===== src/sv/assert_macros.svh =====
// Assertion macros used by the top-level RTL file.
`ifndef ASSERT_MACROS_SVH
`define ASSERT_MACROS_SVH

// pre holds -> post holds in the same cycle
`define ASSERT_IMPL(label, clk, rst_n, pre, post, msg) \
	label: assert property (@(posedge clk) disable iff (!rst_n) (pre) |-> (post)) \
		else $error(msg);

// pre holds -> post holds in the next cycle
`define ASSERT_NEXT(label, clk, rst_n, pre, post, msg) \
	label: assert property (@(posedge clk) disable iff (!rst_n) (pre) |=> (post)) \
		else $error(msg);

`endif


===== src/sv/fsse_pkg.sv =====
// Shared widths, register codes and pipeline control types of the same-size FIR.
`default_nettype none

package fsse_pkg;
	localparam int SAMPLE_W       = 16;
	localparam int TAP_W          = 16;
	localparam int PROD_W         = 32;
	localparam int OUT_W          = 35;
	localparam int COUNT_W        = 4;
	localparam int CFG_W          = 32;
	localparam int CFG_IDX_W      = 3;
	localparam int TAP_REGS       = 4;
	localparam int MAX_TAPS_DEF   = 8;
	localparam int COUNT_BITS_DEF = 16;

	typedef enum logic [CFG_IDX_W-1:0] {
		REG_TAP_COUNT = 3'd0,
		REG_PAD_MODE  = 3'd1,
		REG_TAPS_01   = 3'd2,
		REG_TAPS_23   = 3'd3,
		REG_TAPS_45   = 3'd4,
		REG_TAPS_67   = 3'd5
	} fsse_reg_t;

	typedef struct packed {
		logic en_s1;
		logic en_s2;
		logic en_s3;
		logic en_out;
	} fsse_adv_t;
endpackage

`default_nettype wire


===== src/sv/fsse_adder_tree.sv =====
// Two-level registered adder tree that sums the cell products into the result.
`default_nettype none

module fsse_adder_tree #(
	parameter int MAX_TAPS = fsse_pkg::MAX_TAPS_DEF
) (
	input  logic                                 clk,
	input  fsse_pkg::fsse_adv_t                  adv,
	input  logic signed [fsse_pkg::PROD_W-1:0]   products [MAX_TAPS],
	output logic signed [fsse_pkg::OUT_W-1:0]    sum
);
	import fsse_pkg::*;

	localparam int PAIRS = (MAX_TAPS + 1) / 2;

	logic signed [PROD_W:0]   pair_s3 [PAIRS];
	logic signed [OUT_W-1:0]  total_d;
	logic signed [OUT_W-1:0]  sum_q;

	for (genvar k = 0; k < PAIRS; k++) begin : g_pair
		if (2 * k + 1 < MAX_TAPS) begin : g_two
			always_ff @(posedge clk) begin
				if (adv.en_s3) begin
					pair_s3[k] <= (PROD_W + 1)'(products[2 * k])
						+ (PROD_W + 1)'(products[2 * k + 1]);
				end
			end
		end else begin : g_one
			always_ff @(posedge clk) begin
				if (adv.en_s3) begin
					pair_s3[k] <= (PROD_W + 1)'(products[2 * k]);
				end
			end
		end
	end

	always_comb begin
		total_d = '0;
		for (int k = 0; k < PAIRS; k++) begin
			total_d = total_d + OUT_W'(pair_s3[k]);
		end
	end

	always_ff @(posedge clk) begin
		if (adv.en_out) begin
			sum_q <= total_d;
		end
	end

	assign sum = sum_q;
endmodule

`default_nettype wire


===== config.mk =====
export PLATFORM = sky130hd
export DESIGN_NAME = fsse_adder_tree
export DESIGN_NICKNAME = d
export VERILOG_FILES = /design/src/sv/assert_macros.svh /design/src/sv/fsse_pkg.sv /design/src/sv/fsse_adder_tree.sv
export SDC_FILE = /design/constraint.sdc
export NUM_CORES = 1
export LEC_CHECK = 0
export BUFFER_PORTS_ARGS = -buffer_cell sky130_fd_sc_hd__buf_2
export CORE_UTILIZATION = 30
export DETAILED_ROUTE_END_ITERATION = 6
export GPL_TIMING_DRIVEN = 1
export PLACE_DENSITY = 0.49
export SYNTH_ARGS = -nofsm -noshare
export SYNTH_HDL_FRONTEND = slang
export SYNTH_SLANG_ARGS = --single-unit

===== constraint.sdc =====
create_clock -name clk -period 8.7 [get_ports clk]
set_clock_uncertainty 0.05 [all_clocks]
set_input_delay 0.435 -clock clk [delete_from_list [all_inputs] [get_ports clk]]
set_output_delay 0.435 -clock clk [all_outputs]
set_load 0.005 [all_outputs]

==> metrics.md <==
| Metric | Value |
|---|---|
| #FFs+latches synth | 167 |
| All-Layer GR Usage | 17.8% |
| Die height | 231 microns |
| Slew Viols, Final | 0 |
| Cells after synthesis | 1,646 |
| Critical path origin | pair_s3[0][1]$_DFFE_PP_ |
| Core ar. | 51,500 sq um |
| Fin cells | 2,615 |
| Slew @ Worst Pin | 974 ps |
| Average size of a mapped cell | 9.52 sq um |
| Reg area | 5010 sq um |
| Internal | 0.00299 W |
| CP top delay family | compound AO/OA/AOI/OAI gates |
| WHS | 226 ps |
| RSZ-0062 raised after global routing | no |
| Fin crit period | 4220 ps |
| CTS H-tree lvls | 4 |
| Clock group share of total power | 15.8% |
| Sequential Power Share | 25.7% |
| Root buf cell | clkbuf_16 |
| Leakage | 8.57 nW |
| Crit path cell chain | inv_1 > fa_1 > fa_1 > inv_1 > ha_1 > inv_1 > fa_1 > nor2b_1 > o31a_1 > o41a_1 > nor3b_1 > o21ai_1 > nand2_1 > a2111oi_0 > a211oi_1 |
| Switching pwr | 0.00215 W |
| Area taken by multi-input logic gates | 9620 sq um |
| Synthesized area | 15,700 sq um |
| # hold bufs at CTS | 0 |
| Sw Share | 41.8% |
| Post-DP HPWL | 40.6 mm |
| Antenna-violating nets left | 0 |
| Initial detailed-routing violation count | 759 |
| Fill count | 5,402 |
| Final core occ | 35.8% |
| Port bufs | 293 |
| PostCTS Resize Cnt | 0 |
| Vias | 12,919 |
| Total CTS buffers | 17 |
| WL per Instance | 18.2 microns |
| Fin crit share | 48.5% |
| R2R cell count | 15 |
| Layout Nets | 2,413 |
| # setup viols final | 0 |
| GRT overflow | 0 |
| Comb pwr share | 58.5% |
| Max Clk Rate | 237 MHz |
| Max clock buf depth | 2 |
| CP max-delay cell | fa_1 |
| Crit Path Class | flip-flop to flip-flop |
| Die W | 231 microns |
| Worst path buffer plus inverter count | 3 |
| Share of cells above drive strength 1 | 17.8% |
| Hold Crit Class | primary input to flip-flop |
| Setup Buffers After CTS | 0 |
| Ys flop type | edfxtp_1 |
| Worst-Skew Late Latency | 450 ps |
| Met2 routed WL | 21.7 mm |
| Post-synth EDFFs | 167 |
| Reg2reg start | pair_s3[0][1]$_DFFE_PP_ |
| Pwr Density | 279 nW/um^2 |
| Post-synth top cells | inv_1 (232), edfxtp_1 (167), ha_1 (162) |
| CP Depth | 15 |
| Synth top area cells | edfxtp_1 (32%), ha_1 (13%), fa_1 (9.1%) |
| Largest net degree at the start of global routing | 71 |
| VDD IR max | 165 uV |
| Count leader, synth | inv_1 |
| CP endpoint kind | flip-flop |
| Starting Density | 30.4% |
| Worst stage delay on the critical path | 510 ps |
| Area Overhead vs Synth | 17.8% |
| Die ar. | 53,200 sq um |
| Placed instance count | 2,580 |
| Cell row count | 83 |
| Start point of the worst hold path | products[224] |
| Initial antenna violation count | 5 |
| Status | finished clean |
| WL final | 47.6 mm |
| WP data arrival | 4350 ps |
| Vias per inst | 4.94 |
| Top cell type's share of synthesized area | 32.0% |
| Worst Path Required | 8830 ps |
| First-pass GRT wire length | 72.4 mm |
| DRC Markers | 0 |
| Highest routed metal layer | met5 |
| Endpoints failing hold | 0 |
| Vias in the first global route | 12,891 |
| Critical Path Source Type | flip-flop |
| Met3 wire length | 1.74 mm |
| Wire length on met1 | 23.1 mm |
| Hold path depth | 2 |
| Ys async rst share | 0% |
| Syn Nets | 2,140 |
| Worst-path maximum fanout | 4 |
| Max-cap viol count | 0 |
| Yosys cell types | 74 |
| Drt pass-1 iters | 5 |
| Clk slew on worst S/H paths | 70 ps |
| Seq/Total Area, Yosys | 32.0% |
| Top Ports | 296 |
| Gpl congestion | 0.915 |
| Slew HR | 35.1% |
| CTS tree | done |
| Setup TNS | 0 ps |
| Number of clock sinks | 167 |
| Largest area contributor in the netlist | edfxtp_1 |
| Total number of yosys warnings | 0 |
-- per-layer routing --
layer | GRT usage [%] | up-vias
li1 | - | 6428
met1 | 24.5 | 6091
met4 | 5.73 | 2
met3 | 2.33 | 52
met2 | 28.8 | 346
met5 | 0 | -
-- stage by stage --
stage | worst slack [ps] | total power, W | cell area [sq um]
3_3_place_gp | 4520 | 0.00432 | 17800
5_1_grt | 4200 | 0.00560 | 18500
6_report | 4480 | 0.00514 | 18500
4_1_cts | 4430 | 0.00518 | 18400
3_5_place_dp | 4430 | 0.00435 | 17800
2_1_floorplan | 5100 | 0.00350 | 15700
-- power groups by stage --
stage	registers, W	clock network [W]	logic [W]
floorplan	0.00132	0	0.00217
global placement	0.00134	0	0.00299
detailed placement	0.00134	0	0.00301
CTS	0.00133	0.000831	0.00303
global route	0.00134	0.000863	0.00340
finish	0.00132	0.000810	0.00301
-- flip-flops by register name (all words and copies together) (netlist names) --
| name | count |
|---|---|
| pair_s3 | 132 |
| sum | 35 |
-- cell type report --
type,instances,share of cell area (%)
multi-input cells,1207,52.1
flip-flops and latches,167,27.2
repair buffers,294,8.02
inverters,232,4.72
well taps,680,4.61
clock buffers,17,2.31
clock inverters,14,0.990
diodes,4,0.0542
-- final timing paths --
check / endpoint / slack, ps
min reg2reg: sum[0]$_DFFE_PP_ / 600
max reg2reg: sum[33]$_DFFE_PP_ / 4480
max: sum[33]$_DFFE_PP_ / 4480
min: pair_s3[0][0]$_DFFE_PP_ / 230
-- cell usage in the layout, fill, tap and decap left out, types with 25 or more instances in the layout --
| cell | n |
|---|---|
| nor3_1 | 26 |
| xor2_1 | 48 |
| xnor2_1 | 83 |
| nand2_1 | 86 |
| fa_1 | 71 |
| a21oi_1 | 143 |
| o21ai_0 | 66 |
| nand3_1 | 36 |
| buf_2 | 292 |
| inv_1 | 232 |
| edfxtp_1 | 167 |
| nand2b_1 | 25 |
| a21o_1 | 86 |
| ha_1 | 162 |
| nor2_1 | 83 |
-- kinds of logic (layout without fill, tap and decap cells) --
logic type | count (synthesis) | count (layout) | synth area share [%]
DFF | 167 | 167 | 32.0
AOI/OAI and AO/OA | 487 | 487 | 20.7
buffers and inverters | 272 | 557 | 6.62
adders and majority gates | 233 | 233 | 22.0
other | 0 | 4 | 0
xor gates and xnor gates | 131 | 131 | 7.32
muxes | 4 | 4 | 0.271
and+or+nand+nor | 352 | 352 | 11.1
(Power assumes the default switching activity.)
