[src/sv/assert_macros.svh]
// Assertion macros used by the top-level RTL file.
`ifndef ASSERT_MACROS_SVH
`define ASSERT_MACROS_SVH

// pre holds -> post holds in the same cycle
`define ASSERT_IMPL(label, clk, rst_n, pre, post, msg) \
	label: assert property (@(posedge clk) disable iff (!rst_n) (pre) |-> (post)) \
		else $error(msg);

// pre holds -> post holds in the next cycle
`define ASSERT_NEXT(label, clk, rst_n, pre, post, msg) \
	label: assert property (@(posedge clk) disable iff (!rst_n) (pre) |=> (post)) \
		else $error(msg);

`endif

[src/sv/fsse_pkg.sv]
// Shared widths, register codes and pipeline control types of the same-size FIR.
`default_nettype none

package fsse_pkg;
	localparam int SAMPLE_W       = 16;
	localparam int TAP_W          = 16;
	localparam int PROD_W         = 32;
	localparam int OUT_W          = 35;
	localparam int COUNT_W        = 4;
	localparam int CFG_W          = 32;
	localparam int CFG_IDX_W      = 3;
	localparam int TAP_REGS       = 4;
	localparam int MAX_TAPS_DEF   = 8;
	localparam int COUNT_BITS_DEF = 16;

	typedef enum logic [CFG_IDX_W-1:0] {
		REG_TAP_COUNT = 3'd0,
		REG_PAD_MODE  = 3'd1,
		REG_TAPS_01   = 3'd2,
		REG_TAPS_23   = 3'd3,
		REG_TAPS_45   = 3'd4,
		REG_TAPS_67   = 3'd5
	} fsse_reg_t;

	typedef struct packed {
		logic en_s1;
		logic en_s2;
		logic en_s3;
		logic en_out;
	} fsse_adv_t;
endpackage

`default_nettype wire

[src/sv/fsse_cell.sv]
// One filter cell: a history stage of the sample line plus the multiplier of one tap.
`default_nettype none

module fsse_cell (
	input  logic                                   clk,
	input  logic                                   shift,
	input  logic signed [fsse_pkg::SAMPLE_W-1:0]   sample_in,
	output logic signed [fsse_pkg::SAMPLE_W-1:0]   sample_out,
	input  fsse_pkg::fsse_adv_t                    adv,
	input  logic signed [fsse_pkg::SAMPLE_W-1:0]   operand,
	input  logic signed [fsse_pkg::TAP_W-1:0]      tap,
	output logic signed [fsse_pkg::PROD_W-1:0]     product
);
	import fsse_pkg::*;

	logic signed [SAMPLE_W-1:0] hist_q;
	logic signed [SAMPLE_W-1:0] operand_s1;
	logic signed [PROD_W-1:0]   product_s2;

	always_ff @(posedge clk) begin
		if (shift) begin
			hist_q <= sample_in;
		end
		if (adv.en_s1) begin
			operand_s1 <= operand;
		end
		if (adv.en_s2) begin
			product_s2 <= PROD_W'(operand_s1) * PROD_W'(tap);
		end
	end

	assign sample_out = hist_q;
	assign product    = product_s2;
endmodule

`default_nettype wire

[config.mk]
export PLATFORM = sky130hd
export DESIGN_NAME = fsse_cell
export DESIGN_NICKNAME = d
export VERILOG_FILES = /design/src/sv/assert_macros.svh /design/src/sv/fsse_pkg.sv /design/src/sv/fsse_cell.sv
export SDC_FILE = /design/constraint.sdc
export NUM_CORES = 1
export LEC_CHECK = 0
export BUFFER_PORTS_ARGS = -buffer_cell sky130_fd_sc_hd__buf_2
export CORE_MARGIN = 1
export CORE_UTILIZATION = 65
export CTS_CLUSTER_DIAMETER = 120
export CTS_CLUSTER_SIZE = 16
export DETAILED_ROUTE_END_ITERATION = 10
export HOLD_SLACK_MARGIN = 0.02
export PLACE_DENSITY = 0.93
export SLEW_MARGIN = 20
export SYNTH_ARGS = -nofsm -noshare
export SYNTH_HDL_FRONTEND = slang
export SYNTH_SLANG_ARGS = --single-unit
[constraint.sdc]
create_clock -name clk -period 16.1 [get_ports clk]
set_input_delay 2.415 -clock clk [delete_from_list [all_inputs] [get_ports clk]]
set_output_delay 2.415 -clock clk [all_outputs]
set_load 0.02 [all_outputs]
==> results of run 1 <==
-- registers in the layout, indices dropped and copies added, names as in the netlist --
name        count
product        32
operand_s1     16
sample_out     16
-- cell usage after synthesis (4+ instances only) --
cell | count | share of area, %
inv_1 | 285 | 9.1
fa_1 | 262 | 45
nand2_1 | 132 | 4.2
and2_1 | 123 | 6.6
ha_1 | 82 | 8.7
edfxtp_1 | 64 | 16
clkbuf_1 | 34 | 1.1
xnor2_1 | 26 | 1.9
nor2_1 | 23 | 0.74
a21oi_1 | 22 | 0.94
o21ai_0 | 12 | 0.51
xor2_1 | 11 | 0.82
a21o_1 | 10 | 0.64
nand2b_1 | 6 | 0.32
nand4_1 | 4 | 0.21
o21a_1 | 4 | 0.26
o21ai_1 | 4 | 0.17
-- through the flow --
| stage | area, sq um | std cells | worst slack (ns) | utilization [%] |
|---|---|---|---|---|
| after floorplan | 11730 | 1140 | 8.280 | - |
| after global placement | 12380 | 1429 | 7.816 | 70.81 |
| after detailed placement | 12380 | 1429 | 7.680 | 70.81 |
| after CTS | 12700 | 1445 | 7.988 | 72.64 |
| after global routing | 12700 | 1446 | 7.738 | 72.66 |
| final | 12700 | 1446 | 7.897 | 72.66 |
-- metal layers --
layer | routed length, um | share of wire [%] | global-route usage [%] | up-vias
li1 | - | - | - | 3533
met1 | 9417 | 31 | 39.05 | 4303
met2 | 16070 | 53 | 63.48 | 596
met5 | 0 | 0 | 0 | -
met4 | 2137 | 7.0 | 23.64 | 0
met3 | 2770 | 9.1 | 7.606 | 225
-- worst max path at each step --
| stage | start | to |
|---|---|---|
| after CTS | tap[7] | product[31]$_DFFE_PP_ |
| after detailed placement | tap[7] | product[31]$_DFFE_PP_ |
| after global routing | tap[7] | product[31]$_DFFE_PP_ |
| after global placement | tap[7] | product[31]$_DFFE_PP_ |
| after floorplan | tap[1] | product[29]$_DFFE_PP_ |
| final | tap[7] | product[31]$_DFFE_PP_ |
-- cell type report --
type,instances,area share [%]
Antenna cell,1,0.01971
Sequential cell,64,15.13
Clock buffer,10,1.803
Tap cell,225,2.217
Timing Repair Buffer,99,3.902
Clock inverter,6,0.7193
Inverter,285,8.425
Multi-Input combinational cell,756,67.78
-- kinds of logic after synthesis --
| family | after synthesis |
|---|---|
| buffers and inverters | 320 |
| AOI/OAI and AO/OA | 75 |
| xor gates and xnor gates | 37 |
| and+or+nand+nor | 299 |
| muxes | 1 |
| adders and majority gates | 344 |
| DFF | 64 |
==> impl_results.md, run 1 <==
* Worst Hold Launch: operand_s1[0]$_DFFE_PP_
* Setup-failing EPs final at 0
* Detail Route Antenna Nets at 0
* Number of enable-type register cells in the synthesized netlist at 64
* Count of buffers from port buffering at 99
* Sequential cell area fraction in the yosys report at between 10% and 20%
* Final hold slack at 1.040 ns
* Number of cells produced by synthesis at about 1100
* Routed length per placed instance at between 20 and 25 um
* Clock tree from TritonCTS: done
* Sink Count at 64
* Vias at between 8000 and 9000
* Sum of routed wire length over all layers at roughly 30000 um
* # fillers at around 1000
* Mapped Nets at between 1500 and 2000
* Gr ovfl total at 0
* Width of the chip at 136.3 um
* Starting density of the core at 67.12%
* Largest fanout of any net on the critical path at 16
* Adder-cell area share of the yosys netlist at about 53%
* Most instantiated flip-flop cell in the synthesis netlist: edfxtp_1
* Hold buffer count at CTS at 0
* Mean number of vias per cell at around 6
* Per-instance average area after synthesis at 10.29 sq um
* Maximum clock frequency at about 0.12 GHz
* End of the worst hold path: product[0]$_DFFE_PP_
* Category of cells accounting for the largest share of critical-path delay: adder cells
* Normalized max-slew margin at between 40% and 50%
* Crit Path Category: in -> reg
* Buf+Inv Stages, Crit Path at 6
* Area of the multi-input gates at 8607 sq um
* Largest stage delay on the critical path at slightly below 0.6 ns
* Library cell contributing the largest single delay on the critical path: fa_1
* Routability Congestion at 0.8553
* Total Neg Setup Slack at 0 ns
* Largest net degree at the start of global routing at 33
* Share of final-layout standard cells stronger than drive strength 1 at approximately 10%
* Clock-pin transition on the worst setup and hold timing paths at approximately 0.060 ns
* Worst Setup Start Kind: input port
* # Max-Cap Violations at 0
* Share of cell area taken by muxes after synthesis at 0.08532%
* HPWL Detailed at between 20000 and 25000 um
* Die H at approximately 140 um
* Unrepaired setup endpoints after global routing: false
* Drt first-iter violations at roughly 780
* Beginning of the worst register-to-register path: operand_s1[6]$_DFFE_PP_
* DRC violation count after routing at 0
* Most common cell after layout, fill and taps aside: inv_1
* Number of instances on the worst hold path at 1
* Area added between synthesis and finish at 8.244%
* Cell chosen for the clock root: clkbuf_16
* Worst-case register-to-register setup slack at ~9.5 ns
* Die ar. at about 19000 sq um
* Total number of yosys warnings at 0
* Number of standard-cell rows in the floorplan at 48
* Synth Register Bits at 64
* Netlist area before placement at ~12000 sq um
* FF/Latch Area at between 1500 and 2000 sq um
* Number of global-route vias before repair at ~9900
* Type of element capturing the critical path: flop
* Detailed-routing iteration count for the pre-antenna-repair pass at 6
* Count of pins over their slew limit at 0
* Total number of nets in the final design at around 1600
* Overall Global Routing Usage at 36.01%
* Clk Latency, worst-skew pair at ~0.35 ns
* # Post-CTS Setup Buffers at 0
* Fraction of the mapped netlist area in simple logic gates at 12.65%
* Number of cells on the critical path at 21
* Result of the run: finished, final reports clean
* # H-tree levels at 3
* Ys async rst share at 0%
* Critical path's most frequent cell: fa_1
* Transition time at the pin with the least slew margin at between 0.8 and 0.9 ns
* Area of the core at roughly 17000 sq um
* Wire length of the first global-routing pass at 49040 um
* Clock skew at approximately 0.0067 ns
* Critical path arrival at between 8 and 9 ns
* CTS buffer count at 9
* Longest Clk Path Bufs at 2
* Synth cell types at 40
* Data required time of the critical path at roughly 16 ns
* FF-to-FF path depth at 20
* Commonest cells after routing, fill and taps aside: 285 x inv_1, 262 x fa_1, 132 x nand2_1
* Tcrit/Tclk final at 50.95%
* Top Ports at between 100 and 150
* Main combinational cell family by area after synthesis: adder cells
* Cells resized by post-CTS repair at 0
* Antenna violations before repair at 1
* Cells traversed along the worst timing path: buf_2, nand2_1, fa_1, inv_1, fa_1, inv_1, fa_1, inv_1, fa_1, fa_1, inv_1, fa_1, inv_1, ha_1, a21oi_1, o211ai_1, a21oi_2, a31oi_4, nor4_2, o21ai_1, xnor2_1
* Final Hold Viols at 0
* Post-synthesis share of cell area spent on xor and xnor gates at approximately 2.8%
* Tightest Hold Check Type: reg -> reg
* Min Tclk post-route at approximately 8.2 ns
* Crit Reg-Reg Endpoint: product[31]$_DFFE_PP_
* Synthesized-area fraction occupied by ao, oa, aoi and oai cells at between 4 and 5%
Power of run 1 is not shown: default switching activity piles up to over one toggle a cycle in this logic, so the estimate is an artifact.
==> run 2, diff against run 1 <==
CORE_UTILIZATION = 57   (was 65)
PLACE_DENSITY = 0.87   (was 0.93)
clock period = 6.8 ns   (was 16.1 ns; I/O delays follow)
==> run 2 against run 1 <==
Largest cell class unchanged. Final cell count is 4.3% higher. Worst setup slack worse by 7.6 ns. Sequential share of layout area is 0.19 points lower. Critical path depth is 3 lower. Clock skew is 0.00072 ns lower. Flip-flop and latch count stayed put. First-iteration DRC count is 29% lower. Die area is 14% higher. Via count is 4.7% lower. Clock-buffer cell count is 1 lower. Critical endpoint is now product[30]$_DFFE_PP_.
==> impl_results.md, run 2 (synthesis results as in run 1) <==
* Result of the run: finished, final reports clean
* Detail Route Antenna Nets at 0
* Routed length per placed instance at ~18 um
* Overall Global Routing Usage at approximately 28%
* Number of global-route vias before repair at between 9000 and 10000
* Pre-CTS setup slack at between 0.04 and 0.05 ns
* Total Neg Setup Slack at 0 ns
* Cells traversed along the worst timing path: buf_2, nand2_1, inv_1, fa_1, fa_1, fa_1, fa_1, fa_1, inv_1, fa_1, inv_1, ha_1, a21oi_1, o21ai_0, a21o_1, a311oi_1, o21a_1, mux2i_1
* # Post-CTS Setup Buffers at 0
* Final design instance area without fill at around 13000 sq um
* Worst-case register-to-register setup slack at roughly 0.38 ns
* Largest fanout of any net on the critical path at 16
* Detailed-routing iteration count for the pre-antenna-repair pass at 7
* Most common cell after layout, fill and taps aside: inv_1
* Category of cells accounting for the largest share of critical-path delay: adder cells
* Unrepaired setup endpoints after global routing: false
* End of the worst hold path: sample_out[0]$_DFFE_PP_
* Wire length of the first global-routing pass at ~46000 um
* Library cell contributing the largest single delay on the critical path: fa_1
* Buf+Inv Stages, Crit Path at 4
* Area of the core at 20230 sq um
* Type of element capturing the critical path: flop
* HPWL Detailed at between 20000 and 25000 um
* # Max-Cap Violations at 0
* DRC violation count after routing at 0
* Count of buffers from port buffering at 99
* Sink Count at between 60 and 70
* Routability Congestion at between 0.8 and 0.9
* Vias at just over 8000
* Clock tree from TritonCTS: done
* Count of pins over their slew limit at 0
* Critical path arrival at between 6 and 7 ns
* Worst Hold Launch: sample_in[0]
* Min Tclk post-route at 6.521 ns
* Area of the multi-input gates at 8607 sq um
* Gr ovfl total at 0
* Clk Latency, worst-skew pair at between 0.3 and 0.4 ns
* Clock-pin transition on the worst setup and hold timing paths at about 0.06 ns
* Number of standard-cell rows in the floorplan at between 50 and 60
* # fillers at 1450
* Largest net degree at the start of global routing at 33
* Total placed instance area at between 10000 and 15000 sq um
* Crit Reg-Reg Endpoint: product[31]$_DFFE_PP_
* Setup-failing EPs final at 0
* Tcrit/Tclk final at ~96%
* Transition time at the pin with the least slew margin at between 0.7 and 0.8 ns
* Area added between synthesis and finish at 9.588%
* Mean number of vias per cell at approximately 5.5
* Width of the chip at between 100 and 150 um
* FF/Latch Area at 1922 sq um
* Maximum clock frequency at 0.1533 GHz
* Final hold slack at 0.8643 ns
* Total number of nets in the final design at around 1600
* Share of final-layout standard cells stronger than drive strength 1 at a little under an eighth
* Normalized max-slew margin at between 40% and 50%
* Die ar. at around 21000 sq um
* Final Hold Viols at 0
* Sum of routed wire length over all layers at 26990 um
* Starting density of the core at 57.98%
* Cells resized by post-CTS repair at 0
* Hold buffer count at CTS at 0
* Cell chosen for the clock root: clkbuf_16
* Setup slack after layout at 0.2789 ns
* Longest Clk Path Bufs at 2
* FF-to-FF path depth at 21
* CTS buffer count at 9
* Beginning of the worst register-to-register path: operand_s1[7]$_DFFE_PP_
* Critical path's most frequent cell: fa_1
* Crit Path Category: in -> reg
* Tightest Hold Check Type: in -> reg
* Number of flip-flops in the largest register at 32
* Data required time of the critical path at 6.98 ns
* Largest stage delay on the critical path at approximately 0.79 ns
* Die H at 145.5 um
* # H-tree levels at 3
* Drt first-iter violations at approximately 550
* Top Ports at just over 100
* Clock skew at around 0.0059 ns
* Commonest cells after routing, fill and taps aside: 285 x inv_1, 262 x fa_1, 132 x nand2_1
* Number of instances on the worst hold path at 1
* Antenna violations before repair at 0
* Worst Setup Start Kind: input port
run 2: area by class of cell:
class / instances / share of cell area [%]
Multi-Input combinational cell: 756 / 66.95
Tap cell: 270 / 2.628
Sequential cell: 64 / 14.95
Clock inverter: 6 / 0.4769
Timing Repair Buffer: 117 / 4.905
Inverter: 285 / 8.321
Antenna cell: 1 / 0.01946
Clock buffer: 9 / 1.752
run 2: routing by layer:
layer	vias up	share of wire, %	track usage (%)
met4	0	4.2	11.47
met5	-	0	0
met1	4212	35	33.15
met3	93	6.7	4.075
li1	3564	-	-
met2	382	54	49.90
run 2: worst reg2reg max path, delay by kind of cell, from the launching register on:
kind / cells / cell delay, ns
adder cells (fa/ha/maj): 7 / 3.36
flip-flops: 1 / 0.85
buffers and inverters: 6 / 0.44
AO/OA/AOI/OAI: 5 / 0.89
XOR/XNOR: 1 / 0.15
AND/OR/NAND/NOR: 2 / 0.47
run 2: metrics by stage:
stage | instances | util [%]
after floorplan | 1140 | -
after global placement | 1492 | 62.11
after detailed placement | 1492 | 62.11
after CTS | 1507 | 63.52
after global routing | 1507 | 63.52
final | 1508 | 63.54
run 2: how the worst max path moves through the flow:
stage	start	end	slack [ns]	cells after the start
floorplan	tap[1]	product[29]$_DFFE_PP_	0.38	19
global placement	tap[1]	product[31]$_DFFE_PP_	0.12	19
detailed placement	tap[1]	product[27]$_DFFE_PP_	0.04	19
CTS	tap[1]	product[29]$_DFFE_PP_	0.37	19
global route	tap[1]	product[29]$_DFFE_PP_	0.09	19
finish	tap[1]	product[30]$_DFFE_PP_	0.28	18
Power of run 2 is left out for the same reason.
==> run 3, diff against run 2 <==
BUFFER_PORTS_ARGS = unset   (was -buffer_cell sky130_fd_sc_hd__buf_2)
CORE_UTILIZATION = 61   (was 57)
DONT_BUFFER_PORTS = 1   (was unset)
==> run 3 against run 2 <==
Global-route usage up 2.1 points. Register-to-register slack worse by 0.04 ns. First-iteration DRC count is 9.9% lower. Utilization increased by 1.8 points. Worst setup slack better by 0.060 ns. Clock-buffer cell count stayed put. Critical path type is now reg -> reg. Die area down 6.5%. Wire length down 1.2%.
==> impl_results.md, run 3 (synthesis results as in run 1) <==
* Largest stage delay on the critical path at ~0.8 ns
* Drt first-iter violations at 498
* Starting density of the core at about 63%
* Crit Path Category: reg -> reg
* Hold buffer count at CTS at 0
* Area of the core at 18770 sq um
* Routed length per placed instance at 19.55 um
* Largest fanout of any net on the critical path at 16
* Cells resized by post-CTS repair at 0
* Transition time at the pin with the least slew margin at approximately 0.73 ns
* Clock skew at 0.007872 ns
* Routability Congestion at between 0.8 and 0.9
* Clock tree from TritonCTS: done
* # fillers at roughly 1300
* Sum of routed wire length over all layers at approximately 27000 um
* Cells traversed along the worst timing path: nand2_1, inv_1, fa_1, fa_1, fa_1, fa_1, fa_1, inv_1, fa_1, inv_1, ha_1, a21oi_1, a21bo_2, a31oi_4, nor4_2, o21ai_1, xnor2_1
* Commonest cells after routing, fill and taps aside: 285 x inv_1, 262 x fa_1, 132 x nand2_1
* Count of buffers from port buffering at 0
* Final Hold Viols at 0
* Min Tclk post-route at roughly 6.5 ns
* Number of flip-flops in the largest register at 32
* Data required time of the critical path at 6.87 ns
* Count of pins over their slew limit at 0
* Area added between synthesis and finish at 4.469%
* Cell chosen for the clock root: clkbuf_16
* Wire length of the first global-routing pass at between 40000 and 50000 um
* Width of the chip at approximately 140 um
* Overall Global Routing Usage at between 20% and 30%
* HPWL Detailed at between 20000 and 25000 um
* # Post-CTS Setup Buffers at 0
* Total Neg Setup Slack at 0 ns
* Buf+Inv Stages, Crit Path at 3
* Critical path's most frequent cell: fa_1
* Library cell contributing the largest single delay on the critical path: fa_1
* Tcrit/Tclk final at between 90% and 100%
* Number of antenna repair diodes at 0
* Normalized max-slew margin at 51.10%
* Die ar. at between 15000 and 20000 sq um
* Share of final-layout standard cells stronger than drive strength 1 at just over 3%
* Unrepaired setup endpoints after global routing: false
* Clock-pin transition on the worst setup and hold timing paths at approximately 0.06 ns
* # H-tree levels at 3
* Die H at 140.7 um
* Clk Latency, worst-skew pair at 0.33 ns
* Detail Route Antenna Nets at 0
* Largest net degree at the start of global routing at 33
* Category of cells accounting for the largest share of critical-path delay: adder cells
* Antenna violations before repair at 0
* CTS buffer count at 9
* # Max-Cap Violations at 0
* Sink Count at 64
* Mean number of vias per cell at between 5 and 6
* Result of the run: finished, final reports clean
* Vias at between 7000 and 8000
* Detailed-routing iteration count for the pre-antenna-repair pass at 5
* Number of standard-cell rows in the floorplan at 50
* Most common cell after layout, fill and taps aside: inv_1
* Maximum clock frequency at approximately 0.15 GHz
* Tightest Hold Check Type: in -> reg
* Final design instance area without fill at 12260 sq um
* Worst Setup Start Kind: flop
* Total placed instance area at 11960 sq um
* Critical path arrival at around 6.5 ns
* Gr ovfl total at 0
* Util after Layout at about two thirds
* DRC violation count after routing at 0
* Type of element capturing the critical path: flop
* Longest Clk Path Bufs at 2
* Number of global-route vias before repair at 9110
* Total number of nets in the final design at around 1500
* Top Ports at a little over 100
* Setup-failing EPs final at 0
-- run 3: cell types whose count changed in the layout (fill, tap and decap cells not counted) --
cell      previous run  this run
clkinv_2             0         1
buf_2               99         0
clkinv_1             2         1
inv_6                0         1
diode_2              1         0
buf_4               18         9
-- run 3: layout make-up --
| type | count | area, sq um | area share (%) |
|---|---|---|---|
| Multi-Input combinational cell | 756 | 8607 | 70.23 |
| Sequential cell | 64 | 1922 | 15.68 |
| Inverter | 285 | 1070 | 8.729 |
| Tap cell | 234 | 292.8 | 2.389 |
| Clock buffer | 9 | 225.2 | 1.838 |
| Clock inverter | 7 | 71.32 | 0.5819 |
| Timing Repair Buffer | 9 | 67.56 | 0.5513 |
-- run 3: path summary, 6_finish.rpt --
check	from	endpoint	slack, ns	cells after the start
hold reg to reg	operand_s1[0]$_DFFE_PP_	product[0]$_DFFE_PP_	1.08	2
hold / removal	operand[14]	operand_s1[14]$_DFFE_PP_	0.78	0
setup reg to reg	operand_s1[15]$_DFFE_PP_	product[31]$_DFFE_PP_	0.34	17
setup / recovery	operand_s1[15]$_DFFE_PP_	product[31]$_DFFE_PP_	0.34	17
-- run 3: metal layers --
layer	vias to the layer above	GRT usage, %	share of wire [%]	wire [um]
met5	-	0	0	0
met4	0	13.79	4.9	1305
met3	116	4.857	6.6	1765
met2	369	53.86	53	14240
met1	4087	34.70	35	9355
li1	3345	-	-	-
-- run 3: per-stage QoR --
| step | instances | setup WS, ns | hold slack [ns] |
|---|---|---|---|
| global placement | 1348 | 0.3310 | 1.039 |
| detailed placement | 1348 | 0.1857 | 1.048 |
| CTS | 1364 | 0.4224 | 0.7793 |
| global route | 1364 | 0.09096 | 0.7745 |
| floorplan | 1140 | 0.3752 | 0.6002 |
| finish | 1364 | 0.3391 | 0.7799 |
Power of run 3 is left out for the same reason.
